<file path="config.mk">
export PLATFORM = sky130hd
export DESIGN_NAME = lap3_queue
export DESIGN_NICKNAME = d
export VERILOG_FILES = /design/src/rtl/lap3_pkg.sv /design/src/rtl/lap3_queue.sv
export SDC_FILE = /design/constraint.sdc
export NUM_CORES = 1
export LEC_CHECK = 0
export BUFFER_PORTS_ARGS = -buffer_cell sky130_fd_sc_hd__buf_2
export CAP_MARGIN = 20
export CORE_ASPECT_RATIO = 2
export CORE_MARGIN = 2
export CORE_UTILIZATION = 40
export CTS_CLUSTER_SIZE = 24
export DETAILED_ROUTE_END_ITERATION = 8
export HOLD_SLACK_MARGIN = 0.03
export PLACE_DENSITY = 0.69
export SLEW_MARGIN = 0
export SYNTH_ARGS = -nofsm -noshare
export SYNTH_HDL_FRONTEND = slang
export SYNTH_SLANG_ARGS = --single-unit
</file>
<file path="constraint.sdc">
create_clock -name aclk -period 6.03 [get_ports aclk]
set_clock_uncertainty 0.05 [all_clocks]
set_input_delay 0.3015 -clock aclk [delete_from_list [all_inputs] [get_ports aclk]]
set_output_delay 0.3015 -clock aclk [all_outputs]
set_load 0.05 [all_outputs]
</file>
<file path="src/rtl/lap3_pkg.sv">
// Package for the 3x3 four-neighbour Laplacian filter.
// Holds sizes, register indexes, gain constants and the queue item type.
// No dependencies.
`timescale 1ns / 1ps

package lap3_pkg;

    // Sizing
    localparam int MAX_WIDTH   = 1024;
    localparam int PIXEL_BITS  = 8;
    localparam int COL_BITS    = $clog2(MAX_WIDTH);
    localparam int ROW_BITS    = 12;
    localparam int WIDTH_BITS  = 11;
    localparam int HEIGHT_BITS = 12;
    localparam int CFG_BITS    = (WIDTH_BITS > HEIGHT_BITS) ? WIDTH_BITS : HEIGHT_BITS;

    // Register indexes on the write port
    localparam logic REG_IMAGE_WIDTH  = 1'b0;
    localparam logic REG_IMAGE_HEIGHT = 1'b1;

    localparam logic [WIDTH_BITS-1:0]  WIDTH_RESET  = WIDTH_BITS'(640);
    localparam logic [HEIGHT_BITS-1:0] HEIGHT_RESET = HEIGHT_BITS'(480);

    // Arithmetic: offset, Q0.16 gain of 0.44, saturation bound
    localparam int LAP_OFFSET = 288;
    localparam int GAIN_Q16   = 28836;
    localparam int GAIN_BITS  = 15;
    localparam int FRAC_BITS  = 16;
    localparam int PIXEL_MAX  = (1 << PIXEL_BITS) - 1;
    localparam int SUM_BITS   = (PIXEL_BITS + 4 > 11) ? PIXEL_BITS + 4 : 11;
    localparam int PROD_BITS  = SUM_BITS - 1 + GAIN_BITS;

    // Queue between front and back
    localparam int Q_DEPTH    = 4;
    localparam int Q_PTR_BITS = $clog2(Q_DEPTH);

    // One classified pixel with its neighbours from the row stores
    typedef struct packed {
        logic [PIXEL_BITS-1:0] upper;     // row r-2, column c
        logic [PIXEL_BITS-1:0] middle;    // row r-1, column c
        logic [PIXEL_BITS-1:0] pixel;     // row r, column c
        logic                  emit;      // window centre is interior
        logic                  frame_end; // last interior pixel
    } lap3_item_t;

endpackage

</file>
<file path="src/rtl/lap3_queue.sv">
// Short FIFO of classified items between the front and back ends.
// Depends on lap3_pkg.
`timescale 1ns / 1ps

module lap3_queue import lap3_pkg::*; (
    input  logic       aclk,
    input  logic       aresetn,
    input  logic       push_valid,
    output logic       push_ready,
    input  lap3_item_t push_item,
    output logic       pop_valid,
    input  logic       pop_ready,
    output lap3_item_t pop_item
);

    lap3_item_t              slots_reg [Q_DEPTH];
    logic [Q_PTR_BITS-1:0]   wptr_reg, rptr_reg;
    logic [Q_PTR_BITS:0]     count_reg, count_next;
    logic                    push, pop;

    assign push_ready = count_reg != (Q_PTR_BITS+1)'(Q_DEPTH);
    assign pop_valid  = count_reg != '0;
    assign push       = push_valid && push_ready;
    assign pop        = pop_valid && pop_ready;
    assign pop_item   = slots_reg[rptr_reg];

    always_comb begin
        count_next = count_reg;
        if (push && !pop) begin
            count_next = count_reg + (Q_PTR_BITS+1)'(1);
        end else if (pop && !push) begin
            count_next = count_reg - (Q_PTR_BITS+1)'(1);
        end
    end

    always_ff @(posedge aclk) begin
        if (!aresetn) begin
            wptr_reg  <= '0;
            rptr_reg  <= '0;
            count_reg <= '0;
        end else begin
            if (push) begin
                wptr_reg <= wptr_reg + Q_PTR_BITS'(1);
            end
            if (pop) begin
                rptr_reg <= rptr_reg + Q_PTR_BITS'(1);
            end
            count_reg <= count_next;
        end
    end

    always_ff @(posedge aclk) begin
        if (push) begin
            slots_reg[wptr_reg] <= push_item;
        end
    end

    // Fill level tracks the pointers
    a_count: assert property (@(posedge aclk) disable iff (!aresetn)
        count_reg <= (Q_PTR_BITS+1)'(Q_DEPTH)
        && (count_reg == '0 || count_reg == (Q_PTR_BITS+1)'(Q_DEPTH)
            || Q_PTR_BITS'(wptr_reg - rptr_reg) == count_reg[Q_PTR_BITS-1:0]))
        else $error("queue fill count out of step with pointers");

endmodule

</file>
==> After elaboration in Yosys (flattened, before gate mapping) <==
Memory sizes are Yosys's and may differ from the RTL's. A register that Yosys moved wholly into a read port is not among the register bits.
Cells that the tools add are included.
{ "totals": {"reg_bits": 7, "mem_bits_rw": 104, "input_bits": 30, "output_inout_bits": 28, "elab_cells": 23, "n_memories": 1} }
{ "classes": {"addsub": 4, "n_eq_ne": 1, "mux": 6, "reduce_logical": 8} }
{ "memory_table": {"columns": ["name", "depth", "word_bits", "read_ports", "rd_ports_with_merged_regs", "wr", "line", "rtl"], "rows": [
  ["slots_reg", 4, 26, 1, 1, 1, "lap3_queue.sv:16", "lap3_item_t slots_reg [Q_DEPTH];"]
]} }
{ "op_table": {"columns": ["operator", "count"], "rows": [
  ["$mux 3", 2],
  ["$add 2x1->2 const B", 2],
  ["$logic_and 1x1->1", 4],
  ["$mux 2", 2],
  ["$add 3x1->3 const B", 1],
  ["$ne 3x3->1 const B", 1],
  ["$reduce_bool 3->1", 1],
  ["$sub 3x1->3 const B", 1],
  ["$logic_not 1->1", 2],
  ["$mux 1", 2],
  ["$reduce_bool 2->1", 1]
]} }

==> Longest topological paths before layout <==
{ "depth": {"word_depth": 6, "ltp_mapped": 8, "depth_no_buf": 8} }

==> Worst setup path after synthesis <==
No wires, ideal clock.
{ "synth_path": {"path_kind": "register -> register", "startpoint": "reg count_reg[0]", "endpoint": "reg count_reg[2]", "setup_ns": 0.076, "t_arrival_ns": 2.038, "required_time_ns": 5.904, "path_slack_ns": 3.867, "path_stages_with_launch": 9, "path_buffers": 0, "period_less_slack_ns": 2.163, "path_cell_list": "dfxtp_1 -> nor2_1 -> a21boi_2 -> ha_1 -> inv_1 -> fa_1 -> xor2_1 -> or3_1 -> a21boi_0"} }
{ "synth_via": {"elab_chain_cells": 5, "elab_cells_between_ends": 13, "cone_classes": "add/sub: 2; eq/ne: 1; mux: 2; reduce/logical: 8"} }
{ "synth_lines": {"columns": ["item", "line", "rtl"], "rows": [
  ["start: declaration", "lap3_queue.sv:18", "logic [Q_PTR_BITS:0] count_reg, count_next;"],
  ["start signal: assignment", "lap3_queue.sv:48", "count_reg <= count_next;"],
  ["$ne 3x3->1 (*)", "lap3_queue.sv:21", "assign push_ready = count_reg != (Q_PTR_BITS+1)'(Q_DEPTH);"],
  ["$logic_and 1x1->1 (*)", "lap3_queue.sv:23", "assign push = push_valid && push_ready;"],
  ["via push", "lap3_queue.sv:19", "logic push, pop;"],
  ["$logic_not 1->1", "lap3_queue.sv:31", "end else if (pop && !push) begin"],
  ["$logic_and 1x1->1", "lap3_queue.sv:31", null],
  ["$reduce_bool 2->1 (no source line)", null, null]
]} }
The timed path passes the listed nets; every way through them passes the cells marked *. The select of a mux whose other input is x is not followed.
A chain may end at the register's enable or synchronous reset.

==> summary by stage <==
Die
Once the floorplan was initialized, standard cells occupied 41.0% of the core. The die span in x is 77.3 µm. Pin placement for this block handled 58 I/O pins.

From bottom edge to top edge, the die measures 151 µm. The number of cell rows is 53. The area of the die is 0.0116 mm². The core region area is 0.0105 mm².

Detailed routing
The count of TritonRoute iterations in the first routing pass is 4. The remaining design rule violation count is 0. The routed via count divided by cell count is 4.81.

The count of nets left with antenna violations once routing finished came out at 0. The per-cell routed wire length is 17.2 µm. The total number of vias is 1968. The detailed-route wire length is 7.05 mm. The detailed router finished its first iteration with 94 violations.

Layout
The sequential cell area is 0.00330 mm². Once layout is done, the placed cells without fillers occupy 0.00529 mm². The final net count is 294. Excluding fillers, the count of instances in the completed layout stands at 409. The number of flip-flops in the largest register is 104. The layout-stage area growth over the synthesis result is 23.3%. The area of the multi-input gates is 908 µm². The layout has 912 filler cells. The layout cell share with drive strength beyond 1 is 42.8%.

Timing
The final number of hold-violating endpoints is 0. The worst-margin pin slew is 923 ps. Dividing the final minimum period by the clock period gives 43.6%. The clock period could shrink to 2630 ps. The count of pins over their slew limit is 0. The total negative slack is 0 ps. Setup repair after global routing left no endpoint under its margin. The timing-limited maximum frequency is 380 MHz. Measured against its own limit, the worst slew margin works out to 38.5%. Once routing completed, OpenROAD measured the worst setup slack at 3400 ps. The total setup violations reported at the end of the flow is 0. The hold slack is 68.8 ps.

Setup path
The critical path in this run is classified as reg -> out. Data on the critical path arrives at its endpoint at 2280 ps. For flop-to-flop paths, the worst setup slack is 3680 ps. Of all nets on the critical path, the largest fanout is 26. The kind of launch point of the worst setup path is a flop. The element type at the critical path end is a primary output.

For the worst flop-to-flop path, the logic depth is 8. The critical path data required time is 5680 ps.

Min path
The min-delay analysis places its worst path in the category in -> reg. Along the worst hold path, the cell count comes to 1.

Global route
The global-route track usage on met1 is 13.7%. The pin count of the biggest net entering global routing is 27. The global routing met3 resource utilization is 5.16%.

The global-route congestion overflow total is 0. The initial antenna violation count came to 1. The peak-usage layer in the global routing report is met2.

The via count of the first global-routing pass came to 2223. Global routing used 23.0% of the available met2 tracks. Across every metal layer, demand over resource in global routing totals 13.4%. The first global-routing pass estimated 11.2 mm of wire.

Synth
After synthesis the netlist holds a flip-flop and latch count of 113. sky130_fd_sc_hd__edfxtp_1 takes more of the synthesized area than any other cell. The portion of the post-synthesis area used by sequential elements is 76.9%.

The count of synthesis-stage warnings from yosys is 0. Ranked by total cell area, the synthesized netlist is headed by sky130_fd_sc_hd__edfxtp_1 73%, sky130_fd_sc_hd__mux4_2 10%, sky130_fd_sc_hd__dfxtp_1 4.2%. The post-synthesis average cell area is 23.3 µm².

The number of distinct library cell variants in the gate-level netlist after synthesis is 25. The synthesized instance count is 184. After synthesis the cells add up to 0.00429 mm². The area share of the largest cell type after synthesis is 72.7%. The post-synthesis net count is 220.

Clock tree
The CTS root buffer is sky130_fd_sc_hd__clkbuf_16. The clock tree synthesis step divided the H-tree into 4 levels. The TritonCTS clock tree is built. Gates resized during post-CTS repair numbered 0. After clock tree synthesis, the clock-pin slew on the worst setup and hold paths is 60 ps. The post-CTS setup-driven buffer insertion count is 0. The number of clock sinks seen by CTS is 113. The number of CTS-inserted buffers is 17. After clock tree synthesis, the flow added hold-fix buffers numbering 0. The number of buffers on the longest clock path is 2. The clock reaches the later pin of the worst-skew pair after 390 ps.

Placement
In this run the tool buffered the top-level ports with 57 buffer cells. The placed instances occupy a cell area of 0.00472 mm². The final weighted congestion in routability-driven placement is 0.749. The worst slack after detailed placement is 3660 ps. The number of placed instances, taps included, is 376.

Summed over all nets, the half-perimeter wirelength after detailed placement is 4.41 mm.

Pwr
IR analysis of the VDD net gives a maximum drop of 0.000358 V. The power density over cell area is 509 mW/mm². The leakage component of the power is 1.83 nW.

Job
The number of violations of the max-capacitance limit is 0.

Status
The run finished with clean final reports.
-- logic make-up after synthesis --
logic type | count (synthesis) | share of synthesized area [%]
multiplexers | 29 | 14.9
buffers and inverters | 10 | 1.89
AO/OA/AOI/OAI | 5 | 1.43
XOR/XNOR | 4 | 0.816
AND/OR/NAND/NOR | 17 | 2.13
adder cells (fa/ha/maj) | 6 | 1.92
flip-flops | 113 | 76.9
-- area by class of cell --
type                    count  share of cell area (%)
diodes                      1                  0.0473
clock buffers              18                    8.11
clock inverters            14                    2.70
inverters                   3                   0.213
multi-input cells          61                    17.2
flip-flops and latches    113                    62.4
well taps                 137                    3.24
repair buffers             62                    6.10
-- worst max-delay path: stages, from the launching register on --
cell                      delay, ps
sky130_fd_sc_hd__dfxtp_2        930
sky130_fd_sc_hd__mux4_1         710
sky130_fd_sc_hd__buf_2          240
-- metal layers --
layer / part of all wire, % / vias up / wire (µm)
met5: 0 / - / 0
met4: 3.0 / 0 / 212
met3: 5.0 / 12 / 350
met2: 56 / 57 / 3920
met1: 36 / 990 / 2570
li1: - / 909 / -
-- cells in the mapped netlist (all sizes together) --
cell / instances
edfxtp: 104
mux4: 26
dfxtp: 9
and2: 8
buf: 5
ha: 5
nand2: 5
inv: 3
mux2i: 3
xnor2: 3
a21boi: 2
clkbuf: 2
or3: 2
fa: 1
nor2: 1
nor2b: 1
o21ai: 1
o311ai: 1
o31ai: 1
xor2: 1
-- through the flow --
stage | util [%] | total power (W)
global route | 50.5 | 0.00279
finish | 50.5 | 0.00269
floorplan | - | 0.00165
global placement | 45.0 | 0.00178
detailed placement | 45.0 | 0.00179
CTS | 50.5 | 0.00273
-- cells in the final DEF, fill, tap and decap left out, drive strengths merged, types with 2 or more instances in the layout --
master    instances
edfxtp          104
clkbuf           18
buf              62
xnor2             3
bufinv            2
mux2i             3
clkinvlp          5
or3               2
clkinv            7
dfxtp             9
nand2             5
a21boi            2
ha                5
and2              8
inv               3
mux4             26
-- power by group --
group          leakage (nW)  internal [W]  switching [W]
Combinational         0.540      0.000242       0.000480
Clock                 0.265      0.000604       0.000328
Sequential             1.03      0.000956      0.0000806
-- final timing paths --
path	from	end
max reg2reg	count_reg[0]	count_reg[2]
min	push_item[4]	slots_reg[2][4]
min reg2reg	wptr_reg[1]	wptr_reg[1]
max	flop	pop_item[23]
Note: power is estimated with default switching activity, not from simulation.
