`config.mk`:
```
export PLATFORM = sky130hd
export DESIGN_NAME = lap3_back
export DESIGN_NICKNAME = d
export VERILOG_FILES = /design/src/rtl/lap3_pkg.sv /design/src/rtl/lap3_back.sv
export SDC_FILE = /design/constraint.sdc
export NUM_CORES = 1
export LEC_CHECK = 0
export BUFFER_PORTS_ARGS = -buffer_cell sky130_fd_sc_hd__buf_2
export CAP_MARGIN = 10
export CORE_ASPECT_RATIO = 1.5
export CORE_MARGIN = 3
export CORE_UTILIZATION = 35
export CTS_BUF_LIST = sky130_fd_sc_hd__clkbuf_2
export CTS_CLUSTER_DIAMETER = 200
export DETAILED_ROUTE_END_ITERATION = 10
export GPL_TIMING_DRIVEN = 0
export PLACE_DENSITY = 0.58
export SYNTH_ARGS = -nofsm -noshare
export SYNTH_HDL_FRONTEND = slang
export SYNTH_SLANG_ARGS = --single-unit
```
`constraint.sdc`:
```
create_clock -name aclk -period 12.5 [get_ports aclk]
set_clock_uncertainty 0.15 [all_clocks]
set_input_delay 1.25 -clock aclk [delete_from_list [all_inputs] [get_ports aclk]]
set_output_delay 1.25 -clock aclk [all_outputs]
set_load 0.1 [all_outputs]
```
`src/rtl/lap3_pkg.sv`:
```
// Package for the 3x3 four-neighbour Laplacian filter.
// Holds sizes, register indexes, gain constants and the queue item type.
// No dependencies.
`timescale 1ns / 1ps

package lap3_pkg;

    // Sizing
    localparam int MAX_WIDTH   = 1024;
    localparam int PIXEL_BITS  = 8;
    localparam int COL_BITS    = $clog2(MAX_WIDTH);
    localparam int ROW_BITS    = 12;
    localparam int WIDTH_BITS  = 11;
    localparam int HEIGHT_BITS = 12;
    localparam int CFG_BITS    = (WIDTH_BITS > HEIGHT_BITS) ? WIDTH_BITS : HEIGHT_BITS;

    // Register indexes on the write port
    localparam logic REG_IMAGE_WIDTH  = 1'b0;
    localparam logic REG_IMAGE_HEIGHT = 1'b1;

    localparam logic [WIDTH_BITS-1:0]  WIDTH_RESET  = WIDTH_BITS'(640);
    localparam logic [HEIGHT_BITS-1:0] HEIGHT_RESET = HEIGHT_BITS'(480);

    // Arithmetic: offset, Q0.16 gain of 0.44, saturation bound
    localparam int LAP_OFFSET = 288;
    localparam int GAIN_Q16   = 28836;
    localparam int GAIN_BITS  = 15;
    localparam int FRAC_BITS  = 16;
    localparam int PIXEL_MAX  = (1 << PIXEL_BITS) - 1;
    localparam int SUM_BITS   = (PIXEL_BITS + 4 > 11) ? PIXEL_BITS + 4 : 11;
    localparam int PROD_BITS  = SUM_BITS - 1 + GAIN_BITS;

    // Queue between front and back
    localparam int Q_DEPTH    = 4;
    localparam int Q_PTR_BITS = $clog2(Q_DEPTH);

    // One classified pixel with its neighbours from the row stores
    typedef struct packed {
        logic [PIXEL_BITS-1:0] upper;     // row r-2, column c
        logic [PIXEL_BITS-1:0] middle;    // row r-1, column c
        logic [PIXEL_BITS-1:0] pixel;     // row r, column c
        logic                  emit;      // window centre is interior
        logic                  frame_end; // last interior pixel
    } lap3_item_t;

endpackage

```
`src/rtl/lap3_back.sv`:
```
// Back end: 3x3 window taps, Laplacian sum, Q0.16 gain, saturation and the
// output register. Depends on lap3_pkg.
`timescale 1ns / 1ps

module lap3_back import lap3_pkg::*; (
    input  logic                  aclk,
    input  logic                  aresetn,
    input  logic                  q_valid,
    output logic                  q_ready,
    input  lap3_item_t            q_item,
    output logic                  m_tvalid,
    input  logic                  m_tready,
    output logic [PIXEL_BITS-1:0] m_pixel,
    output logic                  m_frame_end
);

    // Window taps: up (r-2,c-1), left (r-1,c-2), centre (r-1,c-1), down (r,c-1)
    logic [PIXEL_BITS-1:0] up_reg, left_reg, centre_reg, down_reg;

    logic                       a_v_reg;
    logic signed [SUM_BITS-1:0] a_sum_reg;
    logic                       a_fe_reg;
    logic                       b_v_reg;
    logic [PROD_BITS-1:0]       b_prod_reg;
    logic                       b_fe_reg;
    logic                       o_v_reg;
    logic [PIXEL_BITS-1:0]      o_pix_reg;
    logic                       o_fe_reg;

    logic                       o_ready, b_ready, a_ready, pop;
    logic signed [SUM_BITS-1:0] sum;
    logic [PROD_BITS-1:0]       prod;
    logic [PROD_BITS-FRAC_BITS-1:0] scaled;
    logic [PIXEL_BITS-1:0]      sat;

    assign o_ready = !o_v_reg || m_tready;
    assign b_ready = !b_v_reg || o_ready;
    assign a_ready = !a_v_reg || b_ready;
    assign pop     = q_valid && a_ready;
    assign q_ready = a_ready;

    // up + down + left + right - 4*centre + offset
    always_comb begin
        sum = SUM_BITS'(up_reg) + SUM_BITS'(down_reg) + SUM_BITS'(left_reg)
            + SUM_BITS'(q_item.middle) - (SUM_BITS'(centre_reg) <<< 2)
            + SUM_BITS'(LAP_OFFSET);
    end

    // Gain applies only to a positive sum; otherwise the result is zero
    always_comb begin
        if (a_sum_reg > 0) begin
            prod = PROD_BITS'(a_sum_reg[SUM_BITS-2:0]) * PROD_BITS'(GAIN_Q16);
        end else begin
            prod = '0;
        end
    end

    always_comb begin
        scaled = b_prod_reg[PROD_BITS-1:FRAC_BITS];
        if (scaled > (PROD_BITS-FRAC_BITS)'(PIXEL_MAX)) begin
            sat = PIXEL_BITS'(PIXEL_MAX);
        end else begin
            sat = scaled[PIXEL_BITS-1:0];
        end
    end

    // Tap shift on every item, interior or not
    always_ff @(posedge aclk) begin
        if (pop) begin
            left_reg   <= centre_reg;
            centre_reg <= q_item.middle;
            up_reg     <= q_item.upper;
            down_reg   <= q_item.pixel;
        end
    end

    // Stage valids
    always_ff @(posedge aclk) begin
        if (!aresetn) begin
            a_v_reg <= 1'b0;
            b_v_reg <= 1'b0;
            o_v_reg <= 1'b0;
        end else begin
            if (a_ready) begin
                a_v_reg <= pop && q_item.emit;
            end
            if (b_ready) begin
                b_v_reg <= a_v_reg;
            end
            if (o_ready) begin
                o_v_reg <= b_v_reg;
            end
        end
    end

    // Stage payloads
    always_ff @(posedge aclk) begin
        if (a_ready) begin
            a_sum_reg <= sum;
            a_fe_reg  <= q_item.frame_end;
        end
        if (b_ready) begin
            b_prod_reg <= prod;
            b_fe_reg   <= a_fe_reg;
        end
        if (o_ready) begin
            o_pix_reg <= sat;
            o_fe_reg  <= b_fe_reg;
        end
    end

    assign m_tvalid    = o_v_reg;
    assign m_pixel     = o_pix_reg;
    assign m_frame_end = o_fe_reg;

    // A held sum stage keeps its value until the product stage takes it
    a_hold_sum: assert property (@(posedge aclk) disable iff (!aresetn)
        a_v_reg && !b_ready |=> a_v_reg && $stable(a_sum_reg) && $stable(a_fe_reg))
        else $error("sum stage lost a stalled transaction");

    // No transaction is popped while the sum stage is blocked
    a_pop_block: assert property (@(posedge aclk) disable iff (!aresetn)
        a_v_reg && !b_ready |-> !pop)
        else $error("queue popped into a blocked sum stage");

endmodule

```
Word-level counts from Yosys, hierarchy flattened
Cells that the tools add are included.
{ "word_totals": {"register_bits": 82, "in_bits": 30, "out_inout_bits": 11} }
{ "classes": {"n_addsub": 5, "mul": 1, "magnitude_cmp": 2, "n_reduce_logical": 8} }
{ "ops": {"columns": ["cell", "count"], "rows": [
  ["$mul 11x13->24 const B", 1],
  ["$add 12x9->12 const B", 1],
  ["$gt 12x1->1 const B", 1],
  ["$sub 11x10->12", 1],
  ["$add 10x8->11", 1],
  ["$add 9x8->10", 1],
  ["$gt 10x8->1 const B", 1],
  ["$add 8x8->9", 1],
  ["$logic_not 1->1", 3],
  ["$logic_or 1x1->1", 3],
  ["$logic_and 1x1->1", 2]
]} }

Logic depth before layout (Yosys ltp)
{ "logic_depth": {"word_depth": 6, "mapped_depth": 17, "ltp_nobuf": 16} }

Least setup slack after synthesis
No wires, ideal clock.
{ "synth_timing": {"kind": "input-to-reg", "startpoint": "in q_item[12] (netlist bit)", "endpoint": "reg a_sum_reg[8], data pin", "setup_ps": 258, "t_arrival_ps": 4243, "slack_ps": 7850, "cell_stages": 14, "path_buffers": 0, "cell_sequence": "inv_1 -> fa_1 -> fa_1 -> inv_1 -> fa_1 -> ha_1 -> inv_1 -> fa_1 -> nor2b_1 -> o21ai_0 -> a21boi_0 -> o21ai_0 -> nor2b_1 -> xnor2_1"} }
{ "synth_between": {"elab_chain_cells": 3} }
{ "synth_lines": {"columns": ["item", "line_no", "rtl"], "rows": [
  ["start, declared", "lap3_back.sv:10", "input lap3_item_t q_item,"],
  ["$add 10x8->11", "lap3_back.sv:45", "+ SUM_BITS'(q_item.middle) - (SUM_BITS'(centre_reg) <<< 2)"],
  ["$sub 11x10->12", "lap3_back.sv:45", null],
  ["$add 12x9->12", "lap3_back.sv:46", "+ SUM_BITS'(LAP_OFFSET);"],
  ["net sum[8]", "lap3_back.sv:31", "logic signed [SUM_BITS-1:0] sum;"],
  ["end signal, assigned", "lap3_back.sv:99", "a_sum_reg <= sum;"],
  ["end, declared", "lap3_back.sv:21", "logic signed [SUM_BITS-1:0] a_sum_reg;"]
]} }
The timed path passes the listed nets, and every way through them passes these cells.
A chain may end at the register's enable or synchronous reset.

Worst setup path in the final report
{ "layout_timing": {"startpoint": "reg a_sum_reg[3]", "endpoint": "reg b_prod_reg[24], data pin"} }
{ "layout_between": {"elab_chain_cells": 1} }
{ "layout_lines": {"columns": ["item", "line_no", "rtl"], "rows": [
  ["$mul 11x13->24 or $gt 12x1->1 (tied branches)", "lap3_back.sv:52, lap3_back.sv:51", null],
  ["end signal, assigned", "lap3_back.sv:103", "b_prod_reg <= prod;"],
  ["end, declared", "lap3_back.sv:24", "logic [PROD_BITS-1:0] b_prod_reg;"]
]} }
Several ways; a longest one is shown, not always the timed one.

==> impl_results.md <==
* Dpl cell area at 6137 µm²
* Crit path DAT at 4.86 ns
* # rows at 56
* TritonCTS Buffers at 9
* Syn Nets at about 670
* R2R setup slack at 7.77 ns
* H-tree lvl count at 3
* Drt via density at approximately 4.7
* Design area at 6274 µm²
* Reg2Reg Depth at 15
* GP Congestion at ~0.81
* Clock Sinks at 68
* CP Capture Type: flip-flop
* Ys async rst share at 0
* Yosys top cell by area: edfxtp_1
* Nets@finish at 720
* Final Hold Slack at about 0.3 ns
* Clock Latency Late Sink at between 0.5 and 0.6 ns
* Max FO, Critical Path at 7
* Synth Cell Area at 5655 µm²
* CP required at ~13 ns
* Worst Max-Slew Pin Slew at 0.8323 ns
* Routed wire per std cell at approximately 13 µm
* Total number of vias at about 3500
* I/O pin cnt at between 40 and 50
* Mapped Cells at about 490
* Final Slew Violations at 0
* Initial antenna violation count at 0
* First-pass GRT wire length at 16620 µm
* FF+latch area at 2012 µm²
* TritonRoute pass-1 iters at 4
* Synthesized flop and latch total at around 70
* Initial Utilization at 0.3587
* CTS Hold Bufs at 0
* Seq/Total Area, Yosys at 0.3558
* Final setup fails at 0
* Synth top area cells: edfxtp_1 35%, ha_1 23%, fa_1 16%, inv_1 7.0%, xnor2_1 1.7%
* Fin. Hold Viols at 0
* Yosys warns at 0
* Post-CTS setup repair buffer count at 0
* Share of layout cells above drive strength 1 at 0.1271
* Mean Syn Cell Area at between 10 and 15 µm²
* CTS tree: built
* Max reg flops at 12
* Total gr overflow at 0
* Most frequent cells after synthesis: 106 x ha_1, 106 x inv_1, 65 x edfxtp_1
* Vias in the first global route at 3808
* Layout fillers at about 1500
* Worst reg2reg endpoint: b_prod_reg[24]$_SDFFCE_PP0P_
* CP Class: reg -> reg
* TNS Setup at 0 ns
* Largest net degree at the start of global routing at 22
* Hold endpoint: m_frame_end$_DFFE_PP_
* Total Routed Length at roughly 9500 µm
* Fin crit share at 0.3785
* Outcome: finished, final reports clean
* Unrepaired setup endpoints after global routing: false
* Area of the core at 15770 µm²
* Die width at between 100 and 150 µm
* Clk slew on worst S/H paths at 0.20 ns
* Hold depth at 0
* Hold Crit Start: b_fe_reg$_DFFE_PP_
* Clk buf depth at 2
* Worst hold path type: reg -> reg
* Total global routing track utilization at 0.1200
* Min Tclk post-route at 4.731 ns
* Area grow syn2layout at 10.93%
* Die ar. at 17750 µm²
* Slew HR at 0.4436
* DRC at 0
* Synth cell types at 47
* Top cell type's share of synthesized area at 0.3451
* Port Buf Inserts at 40
* Startpoint types: flip-flop
* Max Cap Violations at 0
* FF-to-FF Start: a_sum_reg[3]$_DFFE_PN_
* DRT iter0 DRCs at 58
* ANT nets after route at 0
* Highest clock rate at about 210 MHz
* Number of diodes at 0
* Die H at between 150 and 200 µm
* Root Buffer Master: clkbuf_2
* Multi-input logic area at about 3200 µm²
* CP Launch Point: a_sum_reg[3]$_DFFE_PN_
* Number of flops mapped to enable cells by yosys at 65
* PostCTS Resize Cnt at 0
* Ys flop type: edfxtp_1
* HPWL after DPL at ~8000 µm
==> metrics by stage <==
step,setup WS [ns],std cells,util
5_1_grt,7.536,746,0.3979
3_3_place_gp,7.539,729,0.3875
6_report,7.769,746,0.3979
4_1_cts,7.771,746,0.3979
3_5_place_dp,7.446,730,0.3893
2_1_floorplan,7.850,486,-
==> cell families (layout without fill, tap and decap cells) <==
family,count (synthesis),count (layout),synth area share
mux,3,3,0.005310
simple gates,83,83,0.07500
buf+inv,112,169,0.07633
fa+ha+maj,152,152,0.3973
xor+xnor,14,14,0.02168
compound gates,54,54,0.06858
flops,68,68,0.3558
==> worst max-delay path by stage <==
| stage | to | slack (ns) | depth (start not counted) |
|---|---|---|---|
| 6_report | b_prod_reg[24]$_SDFFCE_PP0P_ | 7.77 | 15 |
| 5_1_grt | b_prod_reg[24]$_SDFFCE_PP0P_ | 7.54 | 15 |
| 4_1_cts | b_prod_reg[24]$_SDFFCE_PP0P_ | 7.77 | 15 |
| 3_5_place_dp | a_sum_reg[8]$_DFFE_PN_ | 7.45 | 15 |
| 3_3_place_gp | a_sum_reg[8]$_DFFE_PN_ | 7.54 | 15 |
| 2_1_floorplan | a_sum_reg[8]$_DFFE_PN_ | 7.85 | 14 |
==> cell usage in the layout (no fill, tap or decap), types with 9 or more instances in the layout <==
master    instances
a21oi_1          11
buf_2            42
clkbuf_2         10
edfxtp_1         65
fa_1             46
ha_1            106
inv_1           106
nand2_1          18
nand3_1          12
nor2_1           13
o21ai_0          10
or3_1             9
xnor2_1          11
==> critical path: stages, from the launching register on <==
cell	delay, ns
edfxtp_1	0.60
inv_1	0.16
ha_1	0.31
inv_1	0.05
fa_1	0.47
inv_1	0.05
fa_1	0.50
inv_1	0.06
fa_1	0.52
inv_1	0.04
ha_1	0.38
and3_1	0.25
o211ai_1	0.18
a311oi_1	0.52
o21a_1	0.20
nor3_1	0.05
==> cell type report <==
cell class / instances / share of cell area
multi-input combinational: 306 / 0.5120
clock buffer: 9 / 0.007180
tap: 203 / 0.04049
clock inverter: 7 / 0.01456
inverter: 106 / 0.06342
timing repair buffer: 41 / 0.03630
sequential: 68 / 0.3207
buffer: 6 / 0.005385
==> metal layers <==
metal | wire [µm] | vias to the layer above | track usage | part of all wire
li1 | - | 1744 | - | -
met1 | 3434 | 1672 | 0.1183 | 0.36
met2 | 5601 | 58 | 0.2367 | 0.59
met3 | 246 | 21 | 0.02068 | 0.026
met4 | 255 | 0 | 0.04821 | 0.027
met5 | 0 | - | 0 | 0
Power is left out: the tool's default activity adds up to more than one toggle a clock period on the data nets, which glitch-free logic cannot reach.
